$ cat config.mk
export PLATFORM = sky130hd
export DESIGN_NAME = base64_line_wrapped_encoder
export DESIGN_NICKNAME = d
export VERILOG_FILES = /design/src/rtl/b64e_pkg.sv /design/src/rtl/b64e_enc.sv /design/src/rtl/b64e_ser.sv /design/src/rtl/base64_line_wrapped_encoder.sv
export SDC_FILE = /design/constraint.sdc
export NUM_CORES = 1
export LEC_CHECK = 0
export BUFFER_PORTS_ARGS = -buffer_cell sky130_fd_sc_hd__buf_2
export CAP_MARGIN = 20
export CORE_MARGIN = 1.5
export CORE_UTILIZATION = 42
export DETAILED_ROUTE_END_ITERATION = 10
export SLEW_MARGIN = 20
export SYNTH_ARGS = -nofsm -noshare
export SYNTH_HDL_FRONTEND = slang
export SYNTH_SLANG_ARGS = --single-unit
$ cat constraint.sdc
create_clock -name i_clk -period 2.13 [get_ports i_clk]
set_input_delay 0.426 -clock i_clk [delete_from_list [all_inputs] [get_ports i_clk]]
set_output_delay 0.426 -clock i_clk [all_outputs]
set_load 0.1 [all_outputs]
$ cat src/rtl/b64e_pkg.sv
`timescale 1ns / 1ps
`default_nettype none

package b64e_pkg;

    localparam int unsigned GrpChars = 6;

    localparam logic [7:0] CharCr  = 8'h0d;
    localparam logic [7:0] CharLf  = 8'h0a;
    localparam logic [7:0] CharPad = 8'h3d;

    // up to six characters, first one in chars[0]
    typedef struct packed {
        logic [GrpChars-1:0][7:0] chars;
        logic [2:0]               n;
        logic                     fin;
    } t_grp;

    function automatic logic [7:0] sextet_char(input logic [5:0] v);
        logic [7:0] c;
        if (v < 6'd26) begin
            c = 8'h41 + {2'b00, v};
        end else if (v < 6'd52) begin
            c = 8'h61 + {2'b00, v} - 8'd26;
        end else if (v < 6'd62) begin
            c = 8'h30 + {2'b00, v} - 8'd52;
        end else if (v == 6'd62) begin
            c = 8'h2b;
        end else begin
            c = 8'h2f;
        end
        return c;
    endfunction

endpackage

`default_nettype wire

$ cat src/rtl/b64e_enc.sv
`timescale 1ns / 1ps
`default_nettype none

module b64e_enc (
    input  wire logic          i_clk,
    input  wire logic          i_rst_n,
    input  wire logic          i_valid,
    output logic               o_ready,
    input  wire logic [7:0]    i_data,
    input  wire logic          i_final,
    input  wire logic [5:0]    i_gpl,
    output b64e_pkg::t_grp     o_grp,
    output logic               o_grp_valid,
    input  wire logic          i_grp_take
);

    logic [7:0]     r_first;
    logic [7:0]     r_second;
    logic [1:0]     r_pc;
    logic [5:0]     r_gol;
    logic           r_gv;
    b64e_pkg::t_grp r_grp;

    logic [7:0]     n_first;
    logic [7:0]     n_second;
    logic [1:0]     n_pc;
    logic [5:0]     n_gol;
    b64e_pkg::t_grp n_grp;

    logic       w_acc;
    logic [5:0] w_gol_inc;
    logic       w_wrap;

    assign o_ready   = !r_gv || i_grp_take;
    assign w_acc     = i_valid && o_ready;
    assign w_gol_inc = r_gol + 6'd1;
    assign w_wrap    = (i_gpl != 6'd0) && (w_gol_inc >= i_gpl);

    always_comb begin
        n_first  = r_first;
        n_second = r_second;
        n_pc     = r_pc;
        n_gol    = r_gol;
        n_grp    = '0;
        if (r_pc[1]) begin
            n_grp.chars[0] = b64e_pkg::sextet_char(r_first[7:2]);
            n_grp.chars[1] = b64e_pkg::sextet_char({r_first[1:0], r_second[7:4]});
            n_grp.chars[2] = b64e_pkg::sextet_char({r_second[3:0], i_data[7:6]});
            n_grp.chars[3] = b64e_pkg::sextet_char(i_data[5:0]);
            n_grp.chars[4] = b64e_pkg::CharCr;
            n_grp.chars[5] = b64e_pkg::CharLf;
            n_grp.n        = w_wrap ? 3'd6 : 3'd4;
            n_gol          = w_wrap ? 6'd0 : w_gol_inc;
            n_pc           = 2'd0;
        end else if (i_final) begin
            if (!r_pc[0]) begin
                n_grp.chars[0] = b64e_pkg::sextet_char(i_data[7:2]);
                n_grp.chars[1] = b64e_pkg::sextet_char({i_data[1:0], 4'b0000});
                n_grp.chars[2] = b64e_pkg::CharPad;
            end else begin
                n_grp.chars[0] = b64e_pkg::sextet_char(r_first[7:2]);
                n_grp.chars[1] = b64e_pkg::sextet_char({r_first[1:0], i_data[7:4]});
                n_grp.chars[2] = b64e_pkg::sextet_char({i_data[3:0], 2'b00});
            end
            n_grp.chars[3] = b64e_pkg::CharPad;
            n_grp.n        = 3'd4;
        end else begin
            if (!r_pc[0]) begin
                n_first = i_data;
            end else begin
                n_second = i_data;
            end
            n_pc = r_pc + 2'd1;
        end
        if (i_final) begin
            n_gol = 6'd0;
            n_pc  = 2'd0;
        end
        n_grp.fin = i_final;
    end

    always_ff @(posedge i_clk) begin
        if (!i_rst_n) begin
            r_first  <= '0;
            r_second <= '0;
            r_pc     <= '0;
            r_gol    <= '0;
            r_gv     <= 1'b0;
        end else begin
            if (w_acc) begin
                r_first  <= n_first;
                r_second <= n_second;
                r_pc     <= n_pc;
                r_gol    <= n_gol;
            end
            if (w_acc && (n_grp.n != 3'd0)) begin
                r_gv <= 1'b1;
            end else if (i_grp_take) begin
                r_gv <= 1'b0;
            end
        end
    end

    always_ff @(posedge i_clk) begin
        if (w_acc && (n_grp.n != 3'd0)) begin
            r_grp <= n_grp;
        end
    end

    assign o_grp       = r_grp;
    assign o_grp_valid = r_gv;

`ifndef NO_ASSERTIONS
    a_pc_range: assert property (@(posedge i_clk) disable iff (!i_rst_n)
        r_pc != 2'd3)
        else $error("pending count out of range");

    a_fin_clears: assert property (@(posedge i_clk) disable iff (!i_rst_n)
        w_acc && i_final |=> (r_pc == 2'd0) && (r_gol == 6'd0) && r_gv)
        else $error("final item did not clear line state");
`endif

endmodule

`default_nettype wire

$ cat src/rtl/b64e_ser.sv
`timescale 1ns / 1ps
`default_nettype none

module b64e_ser (
    input  wire logic          i_clk,
    input  wire logic          i_rst_n,
    input  wire b64e_pkg::t_grp i_grp,
    input  wire logic          i_grp_valid,
    output logic               o_grp_take,
    output logic               o_tvalid,
    input  wire logic          i_tready,
    output logic [7:0]         o_tdata,
    output logic               o_run_last,
    output logic               o_msg_end
);

    logic [b64e_pkg::GrpChars-1:0][7:0] r_chars;
    logic [2:0]                         r_left;
    logic                               r_fin;
    logic                               r_valid;

    logic w_last;
    logic w_free;

    assign w_last     = (r_left == 3'd1);
    assign w_free     = !r_valid || (i_tready && w_last);
    assign o_grp_take = w_free && i_grp_valid;

    always_ff @(posedge i_clk) begin
        if (!i_rst_n) begin
            r_valid <= 1'b0;
            r_left  <= '0;
        end else if (w_free) begin
            r_valid <= i_grp_valid;
            r_left  <= i_grp_valid ? i_grp.n : 3'd0;
        end else if (i_tready) begin
            r_left <= r_left - 3'd1;
        end
    end

    always_ff @(posedge i_clk) begin
        if (o_grp_take) begin
            r_chars <= i_grp.chars;
            r_fin   <= i_grp.fin;
        end else if (r_valid && i_tready) begin
            r_chars <= {8'h00, r_chars[b64e_pkg::GrpChars-1:1]};
        end
    end

    assign o_tvalid   = r_valid;
    assign o_tdata    = r_chars[0];
    assign o_run_last = w_last;
    assign o_msg_end  = w_last && r_fin;

`ifndef NO_ASSERTIONS
    a_left_nonzero: assert property (@(posedge i_clk) disable iff (!i_rst_n)
        r_valid |-> (r_left != 3'd0) && (r_left <= 3'd6))
        else $error("item held with bad character count");

    a_end_is_run_last: assert property (@(posedge i_clk) disable iff (!i_rst_n)
        o_tvalid && o_msg_end |-> o_run_last)
        else $error("message end without run end");
`endif

endmodule

`default_nettype wire

$ cat src/rtl/base64_line_wrapped_encoder.sv
`timescale 1ns / 1ps
`default_nettype none

// Base64 encoder with MIME-style line wrapping. Raw bytes enter on the slave
// stream, one per item, tlast on the final byte of a message; characters
// leave on the master stream one per cycle while m_axis_tready is high. A byte
// that only gets buffered yields no characters; a byte that completes a group
// of three, or is final, yields four characters (six with CR LF at the end of
// a line), so the rate is set by the output serializer. An encoded group is
// held in a register between encoder and serializer, so the next byte is
// taken while the previous group still drains. groups_per_line (APB address
// 0, reset 19) sets the groups per line; 0 turns wrapping off. Empty messages
// cannot be encoded.
module base64_line_wrapped_encoder (
    input  wire logic        i_clk,
    input  wire logic        i_rst_n,

    input  wire logic        s_axis_tvalid,
    output logic             s_axis_tready,
    input  wire logic [7:0]  s_axis_tdata,   // [7:0] data_byte
    input  wire logic        s_axis_tlast,   // final_byte

    output logic             m_axis_tvalid,
    input  wire logic        m_axis_tready,
    output logic [7:0]       m_axis_tdata,   // [7:0] char_code
    output logic             m_axis_tuser,   // [0] run_last
    output logic             m_axis_tlast,   // message_end

    input  wire logic        psel,
    input  wire logic        penable,
    input  wire logic        pwrite,
    input  wire logic [2:0]  paddr,
    input  wire logic [31:0] pwdata,
    output logic [31:0]      prdata,
    output logic             pready
);

    logic [5:0]     r_gpl;
    b64e_pkg::t_grp w_grp;
    logic           w_grp_valid;
    logic           w_grp_take;

    assign pready = 1'b1;

    always_ff @(posedge i_clk) begin
        if (!i_rst_n) begin
            r_gpl <= 6'd19;
        end else if (psel && penable && pwrite && pready && !paddr[2]) begin
            r_gpl <= pwdata[5:0];
        end
    end

    assign prdata = paddr[2] ? 32'd0 : {26'd0, r_gpl};

    b64e_enc u_enc (
        .i_clk       (i_clk),
        .i_rst_n     (i_rst_n),
        .i_valid     (s_axis_tvalid),
        .o_ready     (s_axis_tready),
        .i_data      (s_axis_tdata),
        .i_final     (s_axis_tlast),
        .i_gpl       (r_gpl),
        .o_grp       (w_grp),
        .o_grp_valid (w_grp_valid),
        .i_grp_take  (w_grp_take)
    );

    b64e_ser u_ser (
        .i_clk       (i_clk),
        .i_rst_n     (i_rst_n),
        .i_grp       (w_grp),
        .i_grp_valid (w_grp_valid),
        .o_grp_take  (w_grp_take),
        .o_tvalid    (m_axis_tvalid),
        .i_tready    (m_axis_tready),
        .o_tdata     (m_axis_tdata),
        .o_run_last  (m_axis_tuser),
        .o_msg_end   (m_axis_tlast)
    );

endmodule

`default_nettype wire

==> reports/results.tsv, run 1 <==
stage	metric	value	unit
outcome	status	finished clean	
placement	pre-CTS WS	-0.168	ns
logic_synthesis	Post-synth EDFFs	72	
grt	initial antenna violation count	0	
worst_hold_path	Hold Crit Class	in -> reg	
pwr	Max VDD drop	481	µV
drt	DRT Pass-1 Iters	5	
setup_path	reg-to-reg setup timing slack	0.08	ns
finish	commonest non-fill, non-tap cell in the layout	buf_4	
cts	Num CTS Buffers	9	
cts	CTS tree	built	
pwr	Power Density	567	nW/µm²
drt	final wirelength	21100	µm
grt	GR Util All Layers	22.5	%
cts	CTS root buf	clkbuf_16	
finish	share of cells above drive strength 1	30.3	%
timing	Final setup viols	0	
run	max-cap viol count	0	
timing	minimum clock period	2.05	ns
logic_synthesis	syn_area_per_cell	9.25	µm²
drt	Final ANT Viol Nets	0	
floorplanning	Die W	138	µm
cts	H-tree depth	3	
placement	PortBufs	40	
timing	Final Hold Viols	0	
floorplanning	die footprint	18900	µm²
setup_path	startpoint types	register	
logic_synthesis	Post-synth ARST share	0	%
setup_path	CP required	2.21	ns
floorplanning	Core ar.	17800	µm²
grt	vias in the first global route	5900	
drt	DR WL/cell	17.5	µm
logic_synthesis	sequential fraction of the synthesis area	37.6	%
timing	Final Cycle Share	96.2	%
floorplanning	placement row count	49	
pwr	Lkg Pwr	3.87	nW
placement	Final Wtd Congestion	0.928	
setup_path	r2r startpoint	u_enc.r_first[7]$_SDFFE_PN0P_	
drt	Vias/cell	5.51	
worst_hold_path	Min-Delay Startpoint	pwdata[0]	
timing	Fin Clk Skew	0.0181	ns
setup_path	CP Capture Type	register	
timing	normalized max-slew margin	63.7	%
finish	final core utilization	52.6	%
grt	first-pass GRT wire length	32100	µm
placement	Post-DP HPWL	16100	µm
floorplanning	I/O pin total	96	
logic_synthesis	synth top area cells	edfxtp_1, dfxtp_1, ha_1	
drt	DR vias	6651	
cts	CTS clk-pin slew, worst paths	0.08	ns
drt	Initial DRC Count	530	
placement	Cell Area, Placed	8980	µm²
timing	fmax	488	MHz
setup_path	Worst Path Max Fanout	4	
setup_path	type of the worst setup path	reg -> reg	
logic_synthesis	Gate Count Post-Synth	822	
floorplanning	Starting Density	42.6	%
cts	# hold bufs at CTS	0	
timing	setup tns final	0	ns
logic_synthesis	Synth warnings	0	
logic_synthesis	Synth top area share	28.4	%
finish	most frequent cells in the layout	buf_4, edfxtp_1, nand2_1	
cts	Skew-Pair Late Insertion Delay	0.36	ns
logic_synthesis	Mapped Area	7610	µm²
timing	worst-margin pin slew	0.543	ns
setup_path	WP data arrival	2.13	ns
finish	post-route cell area	9390	µm²
drt	DRC	0	
finish	Synth-to-Final Area Change	23.4	%
finish	# nets final	1073	
logic_synthesis	Seq cells post-synth	107	
grt	largest net degree at the start of global routing	36	
logic_synthesis	Top FF cell, synth	edfxtp_1	
setup_path	worst setup path start	u_enc.r_first[7]$_SDFFE_PN0P_	
cts	CTS Buffer Depth	2	
cts	clk sinks	107	
logic_synthesis	distinct cell type count after synthesis	74	
timing	worst setup margin	0.0803	ns
logic_synthesis	Synth area leader	edfxtp_1	
timing	unrepaired setup endpoints after global routing	yes	
timing	Max Slew Vio Count	0	
finish	antenna fix cells	0	
floorplanning	Die H	138	µm
grt	total gr overflow	0	
## power by group
group          internal (mW)  switching (mW)
registers               2.32          0.0512
logic                  0.433           0.825
clock network          0.826           0.865
total                   3.58            1.74
## Yosys cell counts (4+ instances only)
master	n
o21a_1	4
o32ai_1	4
nand2_1	55
a21o_1	8
xnor2_1	26
dfxtp_1	35
a21oi_1	53
o22ai_1	7
nand2b_1	12
nor3_1	28
a211o_1	5
mux2_2	33
a31oi_1	12
nor2_1	54
and3_1	12
xor2_1	5
a311oi_1	8
a221oi_1	5
inv_1	42
clkbuf_1	22
a211oi_1	15
nand3_1	21
edfxtp_1	72
buf_1	4
ha_1	50
mux2i_1	22
nor4_1	8
buf_2	21
buf_4	36
nand4_1	6
o21ai_0	46
o211ai_1	7
nor2b_1	15
o21bai_1	4
## metrics by stage
step                      hold WS [ns]  cells  power, mW
after floorplan                  0.400    847       3.29
final                            0.282   1206       5.32
after global placement           0.401   1189       3.65
after CTS                        0.262   1205       5.35
after global routing             0.271   1206       5.54
after detailed placement         0.416   1189       3.66
## timing repair
item | CTS | global route
gates resized for setup | 2 | 31
pin swaps | 0 | 6
setup endpoints to repair | 2 | 24
buffers inserted | 0 | 1
## final timing paths
path,cells after the start,to
worst max-delay path,7,u_enc.o_grp[7]$_DFFE_PP_
worst min-delay path,3,r_gpl[0]$_SDFFE_PN1P_
worst min register to register,0,u_ser.r_fin$_DFFE_PN_
worst max register to register,7,u_enc.o_grp[7]$_DFFE_PP_
## worst max-delay path, cell delays in order, from the launching register on
cell and delay, ns:
dfxtp_1 0.37, inv_1 0.09, ha_1 0.26, nand3_1 0.17, a21oi_1 0.26, o21ai_0 0.14
a32o_1 0.30, o2bb2ai_1 0.18
## logic make-up (layout without fill, tap and decap cells)
kind of cell | after synthesis | after routing | share of synthesized area (%)
adder cells (fa/ha/maj) | 50 | 50 | 8.22
XOR/XNOR | 31 | 31 | 3.57
other | 2 | 27 | 0.0987
multiplexers | 55 | 55 | 7.78
AND/OR/NAND/NOR | 235 | 235 | 15.2
AO/OA/AOI/OAI | 215 | 215 | 19.0
buffers and inverters | 127 | 257 | 8.40
flip-flops | 107 | 107 | 37.6
## state kept, by name (all words and copies together) (netlist names)
signal,count
u_enc.o_grp,36
u_ser.r_chars,27
u_enc.r_first,8
u_enc.r_second,8
u_ser.o_tdata,8
r_gpl,6
u_enc.r_gol,6
u_ser.r_left,3
u_enc.r_pc,2
u_enc.o_grp_valid,1
u_ser.o_tvalid,1
u_ser.r_fin,1
## area by class of cell
cell class                      count  area, µm²
Inverter                           43        166
Clock inverter                      7       71.3
Tap cell                          229        287
Clock buffer                        9        225
Sequential cell                   107       2880
Multi-Input combinational cell    613       4320
Timing Repair Buffer              198       1440
Fill cell                        1674       8450
## layer usage
metal / track usage [%] / routed length, µm / up-vias
met5: 0 / 0 / -
met3: 3.13 / 876 / 24
met2: 34.4 / 9420 / 173
met4: 5.91 / 369 / 0
met1: 33.1 / 10400 / 3184
li1: - / - / 3270
Note: power is estimated with default switching activity, not from simulation.
==> inputs of run 2 (changes only) <==
Settings changed: PLACE_DENSITY_LB_ADDON set to 0.1.
==> reports/results.tsv, run 2 (synthesis results as in run 1) <==
stage	metric	value	unit	change
cts	CTS Buffer Depth	2		unchanged
drt	met1 WL	10100	µm	-3.0%
finish	final core utilization	51.9	%	-0.72 points
drt	top routing layer in use	met4		
setup_path	Worst Path Max Fanout	6		+2
grt	largest net degree at the start of global routing	37		+2.8%
setup_path	CP Capture Type	register		
drt	DR WL met2	10200	µm	+8.6%
timing	Fin Clk Skew	0.00734	ns	-0.0107 ns
placement	placed insts	1177		-1.0%
setup_path	Critical Path, Cell by Cell	nand3_1, nor2_2, xor2_2, ha_1, a211o_1, a21oi_1, buf_4, o21ai_0, a21oi_1		
cts	CTS tree	built		
finish	most frequent cells in the layout	buf_4, edfxtp_1, nand2_1		
setup_path	startpoint types	register		
pwr	sw frac	32.3	%	-0.41 points
timing	unrepaired setup endpoints after global routing	yes		
outcome	status	finished clean		
timing	Final Hold Viols	0		unchanged
grt	GR Util All Layers	23.4	%	+0.92 points
floorplanning	Core ar.	17800	µm²	unchanged
placement	Cell Area, Placed	8880	µm²	-1.1%
pwr	Flop pwr share	45.3	%	+0.7 points
placement	PortBufs	40		unchanged
placement	Post-DP HPWL	16800	µm	+4.2%
finish	Synth-to-Final Area Change	21.7	%	
placement	pre-CTS WS	-0.210	ns	-0.0415 ns
drt	DRC	0		unchanged
floorplanning	Die W	138	µm	unchanged
pwr	Power Internal	3.55	mW	-0.73%
placement	Final Wtd Congestion	0.956		+3.1%
cts	clk sinks	107		unchanged
setup_path	Slowest-stage cell, CP	dfxtp_4		
finish	commonest non-fill, non-tap cell in the layout	buf_4		
setup_path	CP max stage delay	0.38	ns	about the same
floorplanning	I/O pin total	96		unchanged
pwr	combinational cell fraction of total power	23.4	%	-0.2 points
drt	Vias/cell	5.57		+1.1%
drt	DR WL/cell	18.3	µm	+4.6%
drt	DRT Pass-1 Iters	5		unchanged
finish	max reg flops	36		unchanged
cts	CTS root buf	clkbuf_16		
pwr	Clock power frac	31.3	%	-0.5 points
timing	normalized max-slew margin	49.6	%	-14 points
finish	Non-Filler Instances	1194		-1.0%
setup_path	Buf/Inv on CP	1		unchanged
setup_path	WP data arrival	2.32	ns	+0.19 ns
finish	antenna fix cells	0		unchanged
setup_path	CP required	2.41	ns	+0.20 ns
timing	minimum clock period	2.04	ns	-0.0115 ns
timing	Max Slew Vio Count	0		unchanged
run	max-cap viol count	0		unchanged
pwr	Power Density	567	nW/µm²	about the same
finish	multi-input logic area	4320	µm²	about the same
cts	Skew-Pair Late Insertion Delay	0.36	ns	about the same
pwr	Max VDD drop	481	µV	about the same
pwr	PnR Total Power	5.25	mW	-1.3%
cts	Num CTS Buffers	9		unchanged
setup_path	type of the worst setup path	reg -> reg		
grt	vias in the first global route	6198		+5.1%
finish	share of cells above drive strength 1	29.2	%	-1.1 points
floorplanning	placement row count	49		unchanged
cts	H-tree depth	3		unchanged
timing	Final setup viols	0		unchanged
floorplanning	Starting Density	42.6	%	unchanged
drt	final wirelength	21800	µm	+3.6%
grt	total gr overflow	0		unchanged
pwr	Lkg Pwr	3.79	nW	-2.1%
drt	DR vias	6654		+0.045%
setup_path	Top Family by Delay on Critical Path	compound AO/OA/AOI/OAI gates		
timing	Final Cycle Share	95.7	%	-0.54 points
drt	Final ANT Viol Nets	0		unchanged
timing	fmax	491	MHz	+0.56%
worst_hold_path	Hold Crit Class	in -> reg		
cts	# hold bufs at CTS	0		unchanged
floorplanning	Die H	138	µm	unchanged
floorplanning	die footprint	18900	µm²	unchanged
finish	fill cell count	1664		-0.60%
timing	setup tns final	0	ns	unchanged
finish	post-route cell area	9260	µm²	-1.4%
finish	# nets final	1061		-1.1%
timing	Worst Hold Margin	0.282	ns	+0.000413 ns
grt	initial antenna violation count	0		unchanged
setup_path	most used cell, CP	a21oi_1		
drt	met3 routed WL	1120	µm	+28%
timing	worst setup margin	0.0918	ns	+0.0115 ns
grt	first-pass GRT wire length	33500	µm	+4.1%
drt	Initial DRC Count	422		-20%
finish	register area	2880	µm²	-0.13%
cts	CTS clk-pin slew, worst paths	0.08	ns	about the same
pwr	Switch Pwr	1.70	mW	-2.6%
timing	worst-margin pin slew	0.753	ns	+0.210 ns
-- run 2: power groups by stage --
stage                     clock network, mW  logic [mW]  registers, mW
final                                  1.64        1.23           2.38
after global placement                    0        1.21           2.42
after detailed placement                  0        1.22           2.43
after CTS                              1.69        1.22           2.38
after global routing                   1.77        1.31           2.39
after floorplan                           0       0.887           2.41
-- run 2: cell type report --
type	count	share of cell area, %
sequential	107	31.1
clock buffer	9	2.43
clock inverter	7	0.635
multi-input combinational	613	46.7
tap	229	3.09
timing repair buffer	186	14.3
inverter	43	1.80
-- run 2: worst min-delay path, delay by kind of cell --
kind | cells | cell delay, ns
mux | 1 | 0.05
simple gates | 1 | 0.06
buf+inv | 1 | 0.07
-- run 2: timing repair --
item	in CTS	in global routing
setup endpoints to repair	7	18
pin swaps	0	4
cloned	0	0
buffers inserted	0	1
gates resized for setup	4	23
-- run 2: worst paths after layout --
| check | start | to | slack [ns] | cells past startpoint |
|---|---|---|---|---|
| worst max-delay path | u_enc.r_gol[0]$_SDFFE_PN0P_ | u_enc.r_gol[0]$_SDFFE_PN0P_ | 0.09 | 9 |
| worst max register to register | u_enc.r_gol[0]$_SDFFE_PN0P_ | u_enc.r_gol[0]$_SDFFE_PN0P_ | 0.09 | 9 |
| worst min-delay path | pwdata[0] | r_gpl[0]$_SDFFE_PN1P_ | 0.28 | 3 |
| worst min register to register | u_enc.o_grp[0]$_DFFE_PP_ | u_ser.r_fin$_DFFE_PN_ | 0.42 | 0 |
-- run 2: metal layers --
layer	global-route usage (%)	up-vias
met5	0	-
met4	6.61	0
met3	3.94	24
met2	38.1	196
met1	32.0	3206
li1	-	3228
==> inputs of run 3 (changes only) <==
Settings changed: BUFFER_PORTS_ARGS -buffer_cell sky130_fd_sc_hd__buf_2 to -buffer_cell sky130_fd_sc_hd__buf_4, PLACE_DENSITY set to 0.71, PLACE_DENSITY_LB_ADDON 0.1 to not set.
==> reports/results.tsv, run 3 (synthesis results as in run 1) <==
stage	metric	value	unit	change
outcome	status	finished clean		
drt	DRC	0		unchanged
setup_path	Slowest-stage cell, CP	dfxtp_1		
worst_hold_path	Worst Hold Depth	3		unchanged
timing	normalized max-slew margin	53.2	%	+3.6 points
cts	CTS root buf	clkbuf_16		
grt	first-pass GRT wire length	32700	µm	-2.2%
floorplanning	Core ar.	17800	µm²	unchanged
drt	final wirelength	20600	µm	-5.6%
finish	# nets final	1053		-0.75%
cts	Num CTS Buffers	9		unchanged
finish	post-route cell area	9310	µm²	+0.49%
grt	initial antenna violation count	0		unchanged
setup_path	Critical R2R Capture	u_enc.o_grp[4]$_DFFE_PP_		
timing	Final Hold Viols	0		unchanged
setup_path	Critical Path, Cell by Cell	inv_1, ha_1, nand2b_1, a21oi_1, mux2i_1, a32oi_1, o21ai_0		
finish	share of cells above drive strength 1	28.7	%	-0.49 points
setup_path	reg-to-reg setup timing slack	0.07	ns	-0.03 ns
finish	fill cell count	1595		-4.1%
timing	Max Slew Vio Count	0		unchanged
finish	commonest non-fill, non-tap cell in the layout	buf_4		
pwr	PnR Total Power	5.29	mW	+0.68%
floorplanning	Die H	138	µm	unchanged
drt	Vias/cell	5.65		+1.4%
pwr	Power Density	568	nW/µm²	+0.19%
setup_path	r2r startpoint	u_enc.r_first[4]$_SDFFE_PN0P_		
grt	largest net degree at the start of global routing	36		-2.7%
finish	most frequent cells in the layout	buf_4, edfxtp_1, nand2_1		
setup_path	CP max stage delay	0.40	ns	+0.02 ns
timing	setup tns final	0	ns	unchanged
placement	Post-DP HPWL	15600	µm	-7.1%
setup_path	type of the worst setup path	reg -> reg		
setup_path	WP data arrival	2.23	ns	-0.09 ns
timing	worst-margin pin slew	0.699	ns	-0.0539 ns
worst_hold_path	Hold Crit Class	in -> reg		
placement	Cell Area, Placed	8920	µm²	+0.51%
floorplanning	Die W	138	µm	unchanged
placement	Final Wtd Congestion	0.928		-2.9%
cts	clk sinks	107		unchanged
drt	DRT Pass-1 Iters	5		unchanged
run	max-cap viol count	0		unchanged
setup_path	Worst path depth	7		-2
floorplanning	I/O pin total	96		unchanged
pwr	Lkg Pwr	3.79	nW	+0.11%
timing	Final Cycle Share	96.9	%	+1.2 points
grt	vias in the first global route	6365		+2.7%
finish	antenna fix cells	0		unchanged
drt	Initial DRC Count	677		+60%
timing	Fin Clk Skew	0.0109	ns	+0.00354 ns
timing	unrepaired setup endpoints after global routing	yes		
drt	DR WL/cell	17.4	µm	-4.9%
floorplanning	placement row count	49		unchanged
grt	GR Util All Layers	22.5	%	-0.91 points
setup_path	CP required	2.29	ns	-0.12 ns
cts	# hold bufs at CTS	0		unchanged
placement	PortBufs	40		unchanged
drt	DR vias	6700		+0.69%
cts	CTS tree	built		
pwr	Max VDD drop	526	µV	+9.3%
floorplanning	Starting Density	42.6	%	unchanged
finish	Synth-to-Final Area Change	22.3	%	
drt	Final ANT Viol Nets	0		unchanged
timing	fmax	484	MHz	-1.3%
floorplanning	die footprint	18900	µm²	unchanged
timing	minimum clock period	2.06	ns	+0.0265 ns
cts	H-tree depth	3		unchanged
cts	CTS clk-pin slew, worst paths	0.07	ns	about the same
setup_path	worst setup path start	u_enc.r_first[4]$_SDFFE_PN0P_		
setup_path	CP Capture Type	register		
setup_path	Top Family by Delay on Critical Path	compound AO/OA/AOI/OAI gates		
cts	Skew-Pair Late Insertion Delay	0.36	ns	about the same
cts	CTS Buffer Depth	2		unchanged
setup_path	Worst Path Max Fanout	5		-1
grt	total gr overflow	0		unchanged
timing	Final setup viols	0		unchanged
setup_path	Critical Path Sink	u_enc.o_grp[4]$_DFFE_PP_		
setup_path	Buf/Inv on CP	1		unchanged
finish	max reg flops	36		unchanged
setup_path	startpoint types	register		
setup_path	R2R depth	7		-2
## run 3: routing by layer
metal	wire length (µm)	GRT usage, %	vias up
met2	9380	35.1	275
met5	0	0	-
met4	845	10.8	0
met1	9030	29.8	3123
li1	-	-	3230
met3	1330	4.71	72
## run 3: stage by stage
stage / cells / utilization (%) / hold slack [ns] / setup WS (ns)
global placement: 1168 / 50.0 / 0.404 / -0.210
CTS: 1184 / 51.7 / 0.275 / 0.0142
detailed placement: 1168 / 50.0 / 0.419 / -0.244
finish: 1186 / 52.2 / 0.278 / 0.0653
global route: 1186 / 52.2 / 0.294 / -0.0816
floorplan: 847 / - / 0.400 / 0.00443
## run 3: how the worst min path moves through the flow
stage	start	slack [ns]	endpoint
detailed placement	u_enc.o_grp[0]$_DFFE_PP_	0.42	u_ser.r_fin$_DFFE_PN_
floorplan	u_enc.o_grp[0]$_DFFE_PP_	0.40	u_ser.r_fin$_DFFE_PN_
finish	pwdata[0]	0.28	r_gpl[0]$_SDFFE_PN1P_
CTS	pwdata[0]	0.27	r_gpl[0]$_SDFFE_PN1P_
global route	pwdata[0]	0.29	r_gpl[0]$_SDFFE_PN1P_
global placement	u_enc.o_grp[0]$_DFFE_PP_	0.40	u_ser.r_fin$_DFFE_PN_
## run 3: layout make-up
type,count,area (µm²),share of cell area [%]
multi-input cells,613,4300,46.2
clock inverters,7,68.8,0.739
clock buffers,9,225,2.42
well taps,229,287,3.08
repair buffers,178,1380,14.8
flip-flops and latches,107,2880,30.9
inverters,43,166,1.79
## run 3: power breakdown
part	switching [mW]	total, mW	internal [mW]
logic	0.820	1.26	0.436
registers	0.0518	2.38	2.32
clock network	0.830	1.66	0.825
total	1.70	5.29	3.59
## run 3: worst min-delay path, cell delays in order
cell,delay [ns]
buf_4,0.07
mux2i_1,0.05
nand2_1,0.06
## run 3: repair_timing
| action | in CTS | in global routing |
|---|---|---|
| gates resized for setup | 1 | 25 |
| setup endpoints to repair | 1 | 34 |
| setup buffers | 0 | 2 |
| pin swaps | 0 | 5 |
| gates cloned | 0 | 0 |
